`src/rtl/psn_pkg.sv`:
```
// ----------------------------------------------------------------------------
// psn_pkg
// shared widths, types and constants of the polyline vertex normal block
// ----------------------------------------------------------------------------
package psn_pkg;

	localparam int MAX_POINTS  = 64;
	localparam int COORD_WIDTH = 16;

	localparam int PTR_W = $clog2(MAX_POINTS);
	localparam int CNT_W = $clog2(MAX_POINTS + 1);
	localparam int SUM_W = COORD_WIDTH + PTR_W;

	// centroid offset n*p - sum and edge normal sums share one vector width
	localparam int R_W   = COORD_WIDTH + PTR_W + 2;
	localparam int VEC_W = (R_W > 18) ? R_W : 18;

	// normalization window [2^NORM_BIT, 2^(NORM_BIT+1))
	localparam int NORM_BIT = 20;
	localparam int MAG_W    = (VEC_W > NORM_BIT + 2) ? VEC_W : NORM_BIT + 2;
	localparam int SQR_W    = 2 * (NORM_BIT + 1);
	localparam int SQ_W     = SQR_W + 2;
	localparam int LEN_W    = NORM_BIT + 2;

	// Q2.14 result
	localparam int Q_W       = 16;
	localparam int Q_FRAC    = 14;
	localparam int NUM_W     = NORM_BIT + 1 + Q_FRAC + 1;
	localparam int DIV_STEPS = Q_W;
	localparam int DCNT_W    = $clog2(DIV_STEPS + 1);

	typedef struct packed {
		logic signed [COORD_WIDTH-1:0] y;
		logic signed [COORD_WIDTH-1:0] x;
	} point_t;

	typedef struct packed {
		logic              nonzero;
		logic signed [Q_W-1:0] nx;
		logic signed [Q_W-1:0] ny;
	} uv_res_t;

endpackage

```
`src/rtl/psn_point_mem.sv`:
```
// ----------------------------------------------------------------------------
// psn_point_mem
// point store, one write and one registered read port
// ----------------------------------------------------------------------------
module psn_point_mem import psn_pkg::*; (
	input  logic             clk,
	input  logic             we,
	input  logic [PTR_W-1:0] waddr,
	input  point_t           wdata,
	input  logic [PTR_W-1:0] raddr,
	output point_t           rdata
);

	point_t mem [MAX_POINTS];

	always_ff @(posedge clk) begin
		if (we) begin
			mem[waddr] <= wdata;
		end
		rdata <= mem[raddr];
	end

endmodule

```
`config.mk`:
```
export PLATFORM = sky130hd
export DESIGN_NAME = psn_point_mem
export DESIGN_NICKNAME = d
export VERILOG_FILES = /design/src/rtl/psn_pkg.sv /design/src/rtl/psn_point_mem.sv
export SDC_FILE = /design/constraint.sdc
export NUM_CORES = 2
export LEC_CHECK = 0
export BUFFER_PORTS_ARGS = -buffer_cell sky130_fd_sc_hd__buf_2
export CORE_ASPECT_RATIO = 0.75
export CORE_MARGIN = 8
export CORE_UTILIZATION = 50
export DETAILED_ROUTE_END_ITERATION = 7
export PLACE_DENSITY = 0.68
export REMOVE_ABC_BUFFERS = 1
export SLEW_MARGIN = 10
export SYNTH_ARGS = -nofsm -noshare
export SYNTH_HDL_FRONTEND = slang
export SYNTH_SLANG_ARGS = --single-unit
```
`constraint.sdc`:
```
create_clock -name clk -period 3.4 [get_ports clk]
set_input_delay 0.51 -clock clk [delete_from_list [all_inputs] [get_ports clk]]
set_output_delay 0.51 -clock clk [all_outputs]
set_load 0.02 [all_outputs]
```
==> metrics.cfg <==
[timing]
skew_ns = 0.0251
hold_viol = 0
slew_headroom = 0.179
clock.fmax_mhz = 405
holdWs_ns = 0.0662
worst_slew_pin_slew_ns = 1.23
finalSetupViolCount = 0
rsz0062_at_grt = no
fin_ws_ns = 0.931
finalSetupTns_ns = 0
fin_crit_sh = 0.726
finalCriticalPeriod_ns = 2.47
drv_slew = 0

[synthesis]
ys_async_sr_fraction = 0
syn-cell-area_um2 = 78500
ys_types = 34
synth_cells = 3324
ys.flop_type = edfxtp_1
yosysWarnings = 0
synth_seq_cells = 2080
synth_edf_count = 2048
ys_seq_area_frac = 0.791
avgSynthCellArea_um2 = 23.6

[cts]
max-clock-path-buffers = 3
numCtsBuffers = 193
clk_latency_ns = 0.82
cts_root_buf = clkbuf_16
cts.sinks = 2080
cts_resized = 0
postCtsSetupRepairBufs = 0
ctsHtreeMaxLevel = 4
hold_buffers = 0
path_clk_slew_ns = 0.06
tritoncts = done

[global_routing]
grt_pass1_vias = 37474
antenna_found_initial = 18
grt_pass1_wl_mm = 283
globalRouteOverflowTotal = 0
grt_max_degree = 65
grt_usage = 0.233

[route]
post_drt_via_cell_ratio = 6.34
finalWirelength_mm = 200
vias = 37787
drc = 0
wl_per_cell_um = 33.6
first_pass_iters = 5
first_iter_violations = 5711
ant_nets = 0

[critical_path]
reg2regPathDepth = 5
crit_chain = buf_8, buf_12, buf_4, buf_4, mux4_2, o22ai_1, nor2_1, a21oi_1, nor2_1
timing.rr.end = rdata[26]$_DFF_P_
crit_arrival_ns = 3.14
required_ns = 4.07
start_kind = input pin
slowest_stage = a21oi_1
reg2reg_setup_slack_ns = 1.17
cpPeakStageDelay_ns = 0.59
path_class = in -> reg
r2r_start = mem[4][26]$_DFFE_PP_
crit_fanout = 49
cp-end-kind = flop

[cells_and_area]
finalNonFillerCells = 5960
area_growth_pct = 14.6
final_layout_size_suffix_gt1_frac = 0.315
fin_nets = 3727

[run_status]
outcome = finished, final reports clean

[floorplan]
rows = 126
die_h_um = 359
die_area_um2 = 170000
core_area_um2 = 157000
start_util = 0.501
io_pins = 78
die_w_um = 474

[worst_hold_path]
worstHoldStart = wdata[22]
min_path_cells = 1
hold_class = in -> reg
min_to = mem[2][22]$_DFFE_PP_

[pwr]
peakVddDrop_uv = 537
leakagePower_nw = 28.1
powerDensity_nw_per_um2 = 580
finalPower_w = 0.0522

[placement]
port_buffers = 77
dp_cells = 5598
place_ws_ns = 0.161
gp_congestion = 0.881
hpwl_mm = 115

[job]
cap_violations = 0

==> per-layer routing <==
| metal | vias up | part of all wire | track usage |
|---|---|---|---|
| met1 | 20247 | 0.40 | 0.350 |
| li1 | 15001 | - | - |
| met3 | 280 | 0.12 | 0.0589 |
| met2 | 2251 | 0.45 | 0.339 |
| met5 | - | 0.00027 | 0 |
| met4 | 8 | 0.033 | 0.0727 |
==> stage by stage <==
step / utilization / area, um2
after global placement: 0.536 / 83900
after global routing: 0.574 / 90000
after CTS: 0.574 / 90000
final: 0.574 / 90000
after detailed placement: 0.536 / 83900
after floorplan: - / 77600
==> final cells by class <==
| class | instances | area [um2] |
|---|---|---|
| Antenna cell | 9 | 22.5 |
| Sequential cell | 2080 | 62100 |
| Clock inverter | 95 | 888 |
| Fill cell | 11089 | 66700 |
| Clock buffer | 258 | 5130 |
| Multi-Input combinational cell | 1062 | 16000 |
| Timing Repair Buffer | 344 | 3190 |
| Tap cell | 2112 | 2640 |
==> how the worst max path moves through the flow <==
stage	start	end	depth (start not counted)
after global placement	raddr[1]	rdata[7]$_DFF_P_	9
final	raddr[1]	rdata[7]$_DFF_P_	9
after floorplan	we	mem[48][0]$_DFFE_PP_	3
after detailed placement	raddr[1]	rdata[7]$_DFF_P_	9
after global routing	raddr[1]	rdata[7]$_DFF_P_	9
after CTS	raddr[1]	rdata[7]$_DFF_P_	9
==> cell families (layout without fill, tap and decap cells) <==
group | count (synthesis) | count (layout) | synth area share
AO/OA/AOI/OAI | 202 | 202 | 0.0167
buffers and inverters | 182 | 697 | 0.0113
flip-flops | 2080 | 2080 | 0.791
multiplexers | 637 | 637 | 0.168
other | 0 | 9 | 0
AND/OR/NAND/NOR | 223 | 223 | 0.0127
==> cells in the mapped netlist (3+ instances only) <==
| cell type | instances | area share |
|---|---|---|
| o32ai_1 | 4 | 0.00045 |
| nand2_1 | 26 | 0.0012 |
| buf_1 | 21 | 0.0010 |
| and3_1 | 4 | 0.00032 |
| nor2_1 | 137 | 0.0065 |
| buf_6 | 5 | 0.00072 |
| mux4_2 | 544 | 0.16 |
| buf_4 | 25 | 0.0024 |
| nor3_1 | 7 | 0.00045 |
| o221ai_1 | 27 | 0.0030 |
| or3b_2 | 3 | 0.00033 |
| dfxtp_1 | 32 | 0.0082 |
| buf_2 | 57 | 0.0036 |
| mux2i_1 | 93 | 0.012 |
| a311oi_1 | 8 | 0.00089 |
| edfxtp_1 | 2048 | 0.78 |
| a21oi_1 | 62 | 0.0040 |
| nand3_1 | 5 | 0.00032 |
| nand3b_1 | 5 | 0.00048 |
| clkbuf_1 | 74 | 0.0035 |
| nand2b_1 | 8 | 0.00064 |
| nor2b_1 | 15 | 0.0012 |
| a41o_1 | 4 | 0.00051 |
| or3_1 | 3 | 0.00024 |
| o22ai_1 | 84 | 0.0067 |
| a22oi_1 | 12 | 0.0011 |
==> power by group <==
group          internal [W]  switching (W)
logic               0.00109        0.00185
clock network        0.0114        0.00931
registers            0.0284      0.0000975
==> sequential cells by signal (all words and copies together) (netlist names) <==
| register | count |
|---|---|
| mem | 2048 |
| rdata | 32 |
==> cells in the final DEF (no fill, tap or decap), types with 3 or more instances in the layout <==
| master | count |
|---|---|
| clkinv_4 | 3 |
| dfxtp_1 | 32 |
| edfxtp_1 | 2048 |
| diode_2 | 9 |
| a22oi_1 | 12 |
| o32ai_1 | 4 |
| clkbuf_1 | 60 |
| clkinv_16 | 4 |
| buf_2 | 73 |
| clkinv_8 | 5 |
| nand3_1 | 5 |
| nor2b_1 | 15 |
| or3_1 | 3 |
| nand2b_1 | 7 |
| clkbuf_16 | 194 |
| nand3b_1 | 5 |
| nand2_1 | 26 |
| buf_8 | 3 |
| or3b_2 | 3 |
| and3_1 | 4 |
| inv_6 | 6 |
| buf_12 | 61 |
| a21oi_1 | 62 |
| a311oi_1 | 8 |
| nor3_1 | 5 |
| clkinvlp_4 | 3 |
| o22ai_1 | 84 |
| nor2_4 | 62 |
| mux2i_1 | 93 |
| o221ai_1 | 27 |
| nor2_1 | 75 |
| mux4_2 | 544 |
| a41o_1 | 4 |
| clkinv_2 | 23 |
| buf_4 | 206 |
| clkinv_1 | 40 |
| clkbuf_8 | 4 |
| bufinv_16 | 10 |
==> worst max-delay path: cells and delay by family <==
| kind | cells | cell delay (ns) |
|---|---|---|
| buffers and inverters | 4 | 1.14 |
| AO/OA/AOI/OAI | 2 | 0.81 |
| AND/OR/NAND/NOR | 2 | 0.27 |
| multiplexers | 1 | 0.31 |
No activity file was read; power rests on OpenSTA's default activity.
