## config.mk

```make
export PLATFORM = sky130hd
export DESIGN_NAME = psn_unit_vec
export DESIGN_NICKNAME = d
export VERILOG_FILES = /design/src/rtl/psn_pkg.sv /design/src/rtl/psn_unit_vec.sv
export SDC_FILE = /design/constraint.sdc
export NUM_CORES = 2
export LEC_CHECK = 0
export BUFFER_PORTS_ARGS = -buffer_cell sky130_fd_sc_hd__buf_2
export CAP_MARGIN = 15
export CORE_ASPECT_RATIO = 1.25
export CORE_UTILIZATION = 55
export CTS_BUF_LIST = sky130_fd_sc_hd__clkbuf_4 sky130_fd_sc_hd__clkbuf_8
export DETAILED_ROUTE_END_ITERATION = 10
export PLACE_DENSITY = 0.74
export SLEW_MARGIN = 20
export SYNTH_ARGS = -nofsm -noshare
export SYNTH_HDL_FRONTEND = slang
export SYNTH_SLANG_ARGS = --single-unit
```

## constraint.sdc

```tcl
create_clock -name clk -period 7.9 [get_ports clk]
set_clock_uncertainty 0.05 [all_clocks]
set_input_delay 1.185 -clock clk [delete_from_list [all_inputs] [get_ports clk]]
set_output_delay 1.185 -clock clk [all_outputs]
set_load 0.01 [all_outputs]
```

## src/rtl/psn_pkg.sv

```systemverilog
// ----------------------------------------------------------------------------
// psn_pkg
// shared widths, types and constants of the polyline vertex normal block
// ----------------------------------------------------------------------------
package psn_pkg;

	localparam int MAX_POINTS  = 64;
	localparam int COORD_WIDTH = 16;

	localparam int PTR_W = $clog2(MAX_POINTS);
	localparam int CNT_W = $clog2(MAX_POINTS + 1);
	localparam int SUM_W = COORD_WIDTH + PTR_W;

	// centroid offset n*p - sum and edge normal sums share one vector width
	localparam int R_W   = COORD_WIDTH + PTR_W + 2;
	localparam int VEC_W = (R_W > 18) ? R_W : 18;

	// normalization window [2^NORM_BIT, 2^(NORM_BIT+1))
	localparam int NORM_BIT = 20;
	localparam int MAG_W    = (VEC_W > NORM_BIT + 2) ? VEC_W : NORM_BIT + 2;
	localparam int SQR_W    = 2 * (NORM_BIT + 1);
	localparam int SQ_W     = SQR_W + 2;
	localparam int LEN_W    = NORM_BIT + 2;

	// Q2.14 result
	localparam int Q_W       = 16;
	localparam int Q_FRAC    = 14;
	localparam int NUM_W     = NORM_BIT + 1 + Q_FRAC + 1;
	localparam int DIV_STEPS = Q_W;
	localparam int DCNT_W    = $clog2(DIV_STEPS + 1);

	typedef struct packed {
		logic signed [COORD_WIDTH-1:0] y;
		logic signed [COORD_WIDTH-1:0] x;
	} point_t;

	typedef struct packed {
		logic              nonzero;
		logic signed [Q_W-1:0] nx;
		logic signed [Q_W-1:0] ny;
	} uv_res_t;

endpackage

```

## src/rtl/psn_unit_vec.sv

```systemverilog
// ----------------------------------------------------------------------------
// psn_unit_vec
// iterative normalizer: scale, integer square root, two restoring divides
// ----------------------------------------------------------------------------
module psn_unit_vec import psn_pkg::*; (
	input  logic                    clk,
	input  logic                    arst_n,
	input  logic                    start,
	input  logic signed [VEC_W-1:0] a,
	input  logic signed [VEC_W-1:0] b,
	output logic                    done,
	output uv_res_t                 res
);

	typedef enum logic [2:0] {
		U_IDLE, U_SHIFT, U_MUL, U_ADD, U_SQRT, U_SETUP, U_DIV, U_DONE
	} ustate_t;

	ustate_t                state_q;
	logic                   neg_a_q, neg_b_q;
	logic [MAG_W-1:0]       ma_q, mb_q;
	logic [SQR_W-1:0]       sqa_q, sqb_q;
	logic [SQ_W-1:0]        s_q, root_q, bit_q;
	logic [LEN_W-1:0]       len_q, rem_a_q, rem_b_q;
	logic [Q_W-1:0]         num_a_q, num_b_q, qa_q, qb_q;
	logic [DCNT_W-1:0]      cnt_q;
	uv_res_t                res_q;

	logic [VEC_W-1:0]       a_mag, b_mag;
	logic [MAG_W-1:0]       m;
	logic [SQ_W-1:0]        trial;
	logic [LEN_W-1:0]       len_w;
	logic [NUM_W-1:0]       num_a, num_b;
	logic [LEN_W:0]         cand_a, cand_b;
	logic                   ge_a, ge_b;

	assign a_mag = a[VEC_W-1] ? (~a + 1'b1) : a;
	assign b_mag = b[VEC_W-1] ? (~b + 1'b1) : b;
	assign m     = (ma_q > mb_q) ? ma_q : mb_q;
	assign trial = root_q + bit_q;
	assign len_w = root_q[LEN_W-1:0];
	assign num_a = {NUM_W'(ma_q[NORM_BIT:0]) << Q_FRAC} + NUM_W'(len_w >> 1);
	assign num_b = {NUM_W'(mb_q[NORM_BIT:0]) << Q_FRAC} + NUM_W'(len_w >> 1);
	assign cand_a = {rem_a_q, num_a_q[Q_W-1]};
	assign cand_b = {rem_b_q, num_b_q[Q_W-1]};
	assign ge_a   = cand_a >= {1'b0, len_q};
	assign ge_b   = cand_b >= {1'b0, len_q};

	assign done = (state_q == U_DONE);
	assign res  = res_q;

	always_ff @(posedge clk or negedge arst_n) begin
		if (!arst_n) begin
			state_q <= U_IDLE;
			res_q   <= '0;
		end else begin
			case (state_q)
				U_IDLE: begin
					if (start) begin
						neg_a_q <= a[VEC_W-1];
						neg_b_q <= b[VEC_W-1];
						ma_q    <= MAG_W'(a_mag);
						mb_q    <= MAG_W'(b_mag);
						if (a == '0 && b == '0) begin
							res_q   <= '0;
							state_q <= U_DONE;
						end else begin
							state_q <= U_SHIFT;
						end
					end
				end
				U_SHIFT: begin
					// right shifts truncate, left shifts are exact
					if (m[MAG_W-1:NORM_BIT+1] != '0) begin
						ma_q <= ma_q >> 1;
						mb_q <= mb_q >> 1;
					end else if (!m[NORM_BIT]) begin
						ma_q <= ma_q << 1;
						mb_q <= mb_q << 1;
					end else begin
						state_q <= U_MUL;
					end
				end
				U_MUL: begin
					sqa_q   <= SQR_W'(ma_q[NORM_BIT:0]) * SQR_W'(ma_q[NORM_BIT:0]);
					sqb_q   <= SQR_W'(mb_q[NORM_BIT:0]) * SQR_W'(mb_q[NORM_BIT:0]);
					state_q <= U_ADD;
				end
				U_ADD: begin
					s_q     <= SQ_W'(sqa_q) + SQ_W'(sqb_q);
					root_q  <= '0;
					bit_q   <= SQ_W'(1) << (SQ_W - 2);
					state_q <= U_SQRT;
				end
				U_SQRT: begin
					if (s_q >= trial) begin
						s_q    <= s_q - trial;
						root_q <= (root_q >> 1) + bit_q;
					end else begin
						root_q <= root_q >> 1;
					end
					bit_q <= bit_q >> 2;
					if (bit_q[0]) begin
						state_q <= U_SETUP;
					end
				end
				U_SETUP: begin
					len_q   <= len_w;
					rem_a_q <= LEN_W'(num_a[NUM_W-1:Q_W]);
					rem_b_q <= LEN_W'(num_b[NUM_W-1:Q_W]);
					num_a_q <= num_a[Q_W-1:0];
					num_b_q <= num_b[Q_W-1:0];
					qa_q    <= '0;
					qb_q    <= '0;
					cnt_q   <= DCNT_W'(DIV_STEPS);
					state_q <= U_DIV;
				end
				U_DIV: begin
					rem_a_q <= ge_a ? LEN_W'(cand_a - {1'b0, len_q}) : cand_a[LEN_W-1:0];
					rem_b_q <= ge_b ? LEN_W'(cand_b - {1'b0, len_q}) : cand_b[LEN_W-1:0];
					num_a_q <= num_a_q << 1;
					num_b_q <= num_b_q << 1;
					qa_q    <= {qa_q[Q_W-2:0], ge_a};
					qb_q    <= {qb_q[Q_W-2:0], ge_b};
					cnt_q   <= cnt_q - 1'b1;
					if (cnt_q == DCNT_W'(1)) begin
						res_q.nonzero <= 1'b1;
						res_q.nx <= neg_a_q ? -$signed({qa_q[Q_W-2:0], ge_a})
						                    : $signed({qa_q[Q_W-2:0], ge_a});
						res_q.ny <= neg_b_q ? -$signed({qb_q[Q_W-2:0], ge_b})
						                    : $signed({qb_q[Q_W-2:0], ge_b});
						state_q <= U_DONE;
					end
				end
				U_DONE: begin
					state_q <= U_IDLE;
				end
				default: begin
					state_q <= U_IDLE;
				end
			endcase
		end
	end

endmodule

```

==> out/results.txt <==
Post-synth EDFFs: 361
Share of cells above drive strength 1: 0.0699
Hold depth: 2
DIE AREA: 95,800 µm²
Htree depth: 3
Synth unique cells: 80
Iter 0 DRT Violations: 3,152
Post-cts hold buffer count: 0
Final min period: 7.53 ns
Leading post-synthesis cells by cell area: fa_1, edfxtp_1, ha_1
Mux share of post-synthesis cell area: 0.00585
Most common cell in the netlist: inv_1
Pre-antenna DRT Iters: 6
Worst Path Required: 8.29 ns
# fillers: 8,005
Worst setup EP type: flop
Number of setup violations in the final report: 0
Clock slew at reported path FFs: 0.06 ns
Yosys top cell area share: 0.241
Avg WL per Cell: 20.7 µm
Vias: 40,700
Post-Synth Simple-Gate Area: 0.132
DIE HEIGHT: 346 µm
CTS sink cnt: 397
CTS Root Cell: clkbuf_8
Inserted Clock Buffers: 75
Seq/Total Area, Yosys: 0.226
Vias in the first global route: 41,300
Layout area overhead: 7.27%
Flops & latches, synth: 397
Period utilization: 0.953
Grt ovf: 0
Avg Cell Area, Syn: 9.32 µm²
Worst-Margin Slew: 1.10 ns
Initial antenna violation count: 5
GRT Resource Usage Total: 0.303
Core area: 93,400 µm²
Initial Util: 0.557
Max_cap viols: 0
Synth top cells by count: inv_1, fa_1, nand2_1
Maximum root-to-sink buffer count: 3
Net Count, Synth: 6,785
Type of the most critical hold path: flop to flop
Mapped Cells: 5,581
Global-route wire length before repair: 226,000 µm
Die Wd: 277 µm
Largest family of logic cells by synthesized area: adder cells
Reg2Reg Depth: 28
# DRC: 0
RSZ-0062 raised after global routing: yes
Async SR Flop Fraction: 0.0907
Status: finished clean
Kind of critical path: flop to flop
Slowest CP cell: fa_1
Area of the multi-input gates: 36,000 µm²
Post-DP HPWL: 114,000 µm
Via density: 5.86
Clock latency on the worst-skew pair: 0.73 ns
ANT nets after route: 0
Slew Viols, Final: 0
WP data arrival: 7.92 ns
Adder-cell area share of the yosys netlist: 0.368
Synth warn: 0
Largest net degree at the start of global routing: 84
Slowest cell delay on critical path: 0.55 ns
Routed wire length: 144,000 µm
Routability cong.: 0.988
Number of I/O port buffers: 84
Layout net count: 6,879
Most used DFF post-synth: edfxtp_1
Num ports: 85
Fmax: 133 MHz
Leading area contributor after synthesis: fa_1
Setup crit start kind: flop
Worst Hold Margin: 0.420 ns
TritonCTS clock tree: built
Mapped Area: 52,000 µm²
Final Hold Viols: 0
Register Area: 11,700 µm²
Slew HR: 0.253
Post-synthesis xor/xnor area fraction: 0.0628
Maximum fanout along the worst path: 9
Post-synthesis compound-gate area fraction: 0.122
# rows: 125
## metal layers
layer / GRT usage / share of wire / vias to the layer above
li1: - / - / 18800
met1: 0.380 / 0.39 / 19900
met2: 0.514 / 0.48 / 1609
met3: 0.0439 / 0.075 / 378
met4: 0.147 / 0.051 / 2
met5: 0 / 0.000077 / -
## cells by family after synthesis
kind of cell	count (synthesis)
buffers and inverters	1153
adder cells (fa/ha/maj)	1153
multiplexers	30
XOR/XNOR	373
flip-flops	397
AND/OR/NAND/NOR	1493
AO/OA/AOI/OAI	982
## worst paths after layout
| path | slack [ns] | end | from |
|---|---|---|---|
| worst max-delay path | 0.37 | sqa_q[41] | ma_q[7] |
| worst min-delay path | 0.42 | res[24] | res[24] |
| worst max register to register | 0.37 | sqa_q[41] | ma_q[7] |
| worst min register to register | 0.42 | res[24] | res[24] |
| max in group asynchronous | 6.92 | state_q[2] | arst_n |
| min in group asynchronous | 0.50 | res[2] | arst_n |
## repair_timing
action | in CTS | in global routing
endpoints found under the setup margin | 0 | 5
buffers inserted | 0 | 9
resized for setup | 0 | 5
## sequential cells by signal, indices dropped and copies added, names as in the netlist
signal   cells
root_q      44
s_q         44
sqa_q       41
sqb_q       41
res         33
ma_q        24
mb_q        24
bit_q       22
len_q       22
rem_a_q     22
rem_b_q     22
num_b_q     15
qa_q        15
qb_q        15
cnt_q        5
num_a_q      3
state_q      3
neg_a_q      1
neg_b_q      1
## critical path: cells and delay by family, from the launching register on
family          cells  cell delay, ns
compound gates      8            1.73
xor+xnor            1            0.12
fa+ha+maj           8            3.78
buf+inv             9            0.76
flops               1            0.50
simple gates        2            0.33
## cells in the final DEF (no fill, tap or decap), drive strengths merged, types with 12 or more instances in the layout
cell    netlist  layout
nor2b        50      50
or4          18      18
fa          625     625
or3          19      19
buf          25     213
clkbuf      172     112
o31ai        43      43
nand2       546     546
or2          14      14
nand3        64      64
a311oi       34      34
nand4        44      44
ha          528     528
and3         71      71
a21oi       251     251
nor3         98      98
dfrtp        36      36
o21a         29      29
o21bai       38      38
a221oi       22      22
a21o        105     105
o21ai       215     215
xor2        172     172
nand2b       32      32
clkinv        7      25
mux2i        27      27
inv         949     952
o211ai       12      12
edfxtp      361     361
and2         86      86
nor2        412     412
a211oi       66      66
a21boi       13      13
o41ai        16      16
a31oi        53      53
xnor2       201     201
## metrics by stage
stage | std cells | worst slack [ns] | setup TNS [ns] | utilization | cell area [µm²]
floorplan | 5581 | 0.551 | 0 | - | 52000
global placement | 6795 | 0.422 | 0 | 0.580 | 54200
detailed placement | 6795 | 0.284 | 0 | 0.580 | 54200
CTS | 6931 | 0.249 | 0 | 0.597 | 55700
global route | 6942 | -0.0103 | -0.0117 | 0.597 | 55800
finish | 6942 | 0.374 | 0 | 0.597 | 55800
## final cells by class
type | count | area share
multi-input cells | 4031 | 0.646
well taps | 1206 | 0.0271
flip-flops and latches | 397 | 0.211
inverters | 956 | 0.0643
diodes | 2 | 0.0000897
clock buffers | 111 | 0.0240
clock inverters | 25 | 0.00330
repair buffers | 214 | 0.0251
Power is not shown: default switching activity piles up to over one toggle a cycle in this logic, so the estimate is an artifact.
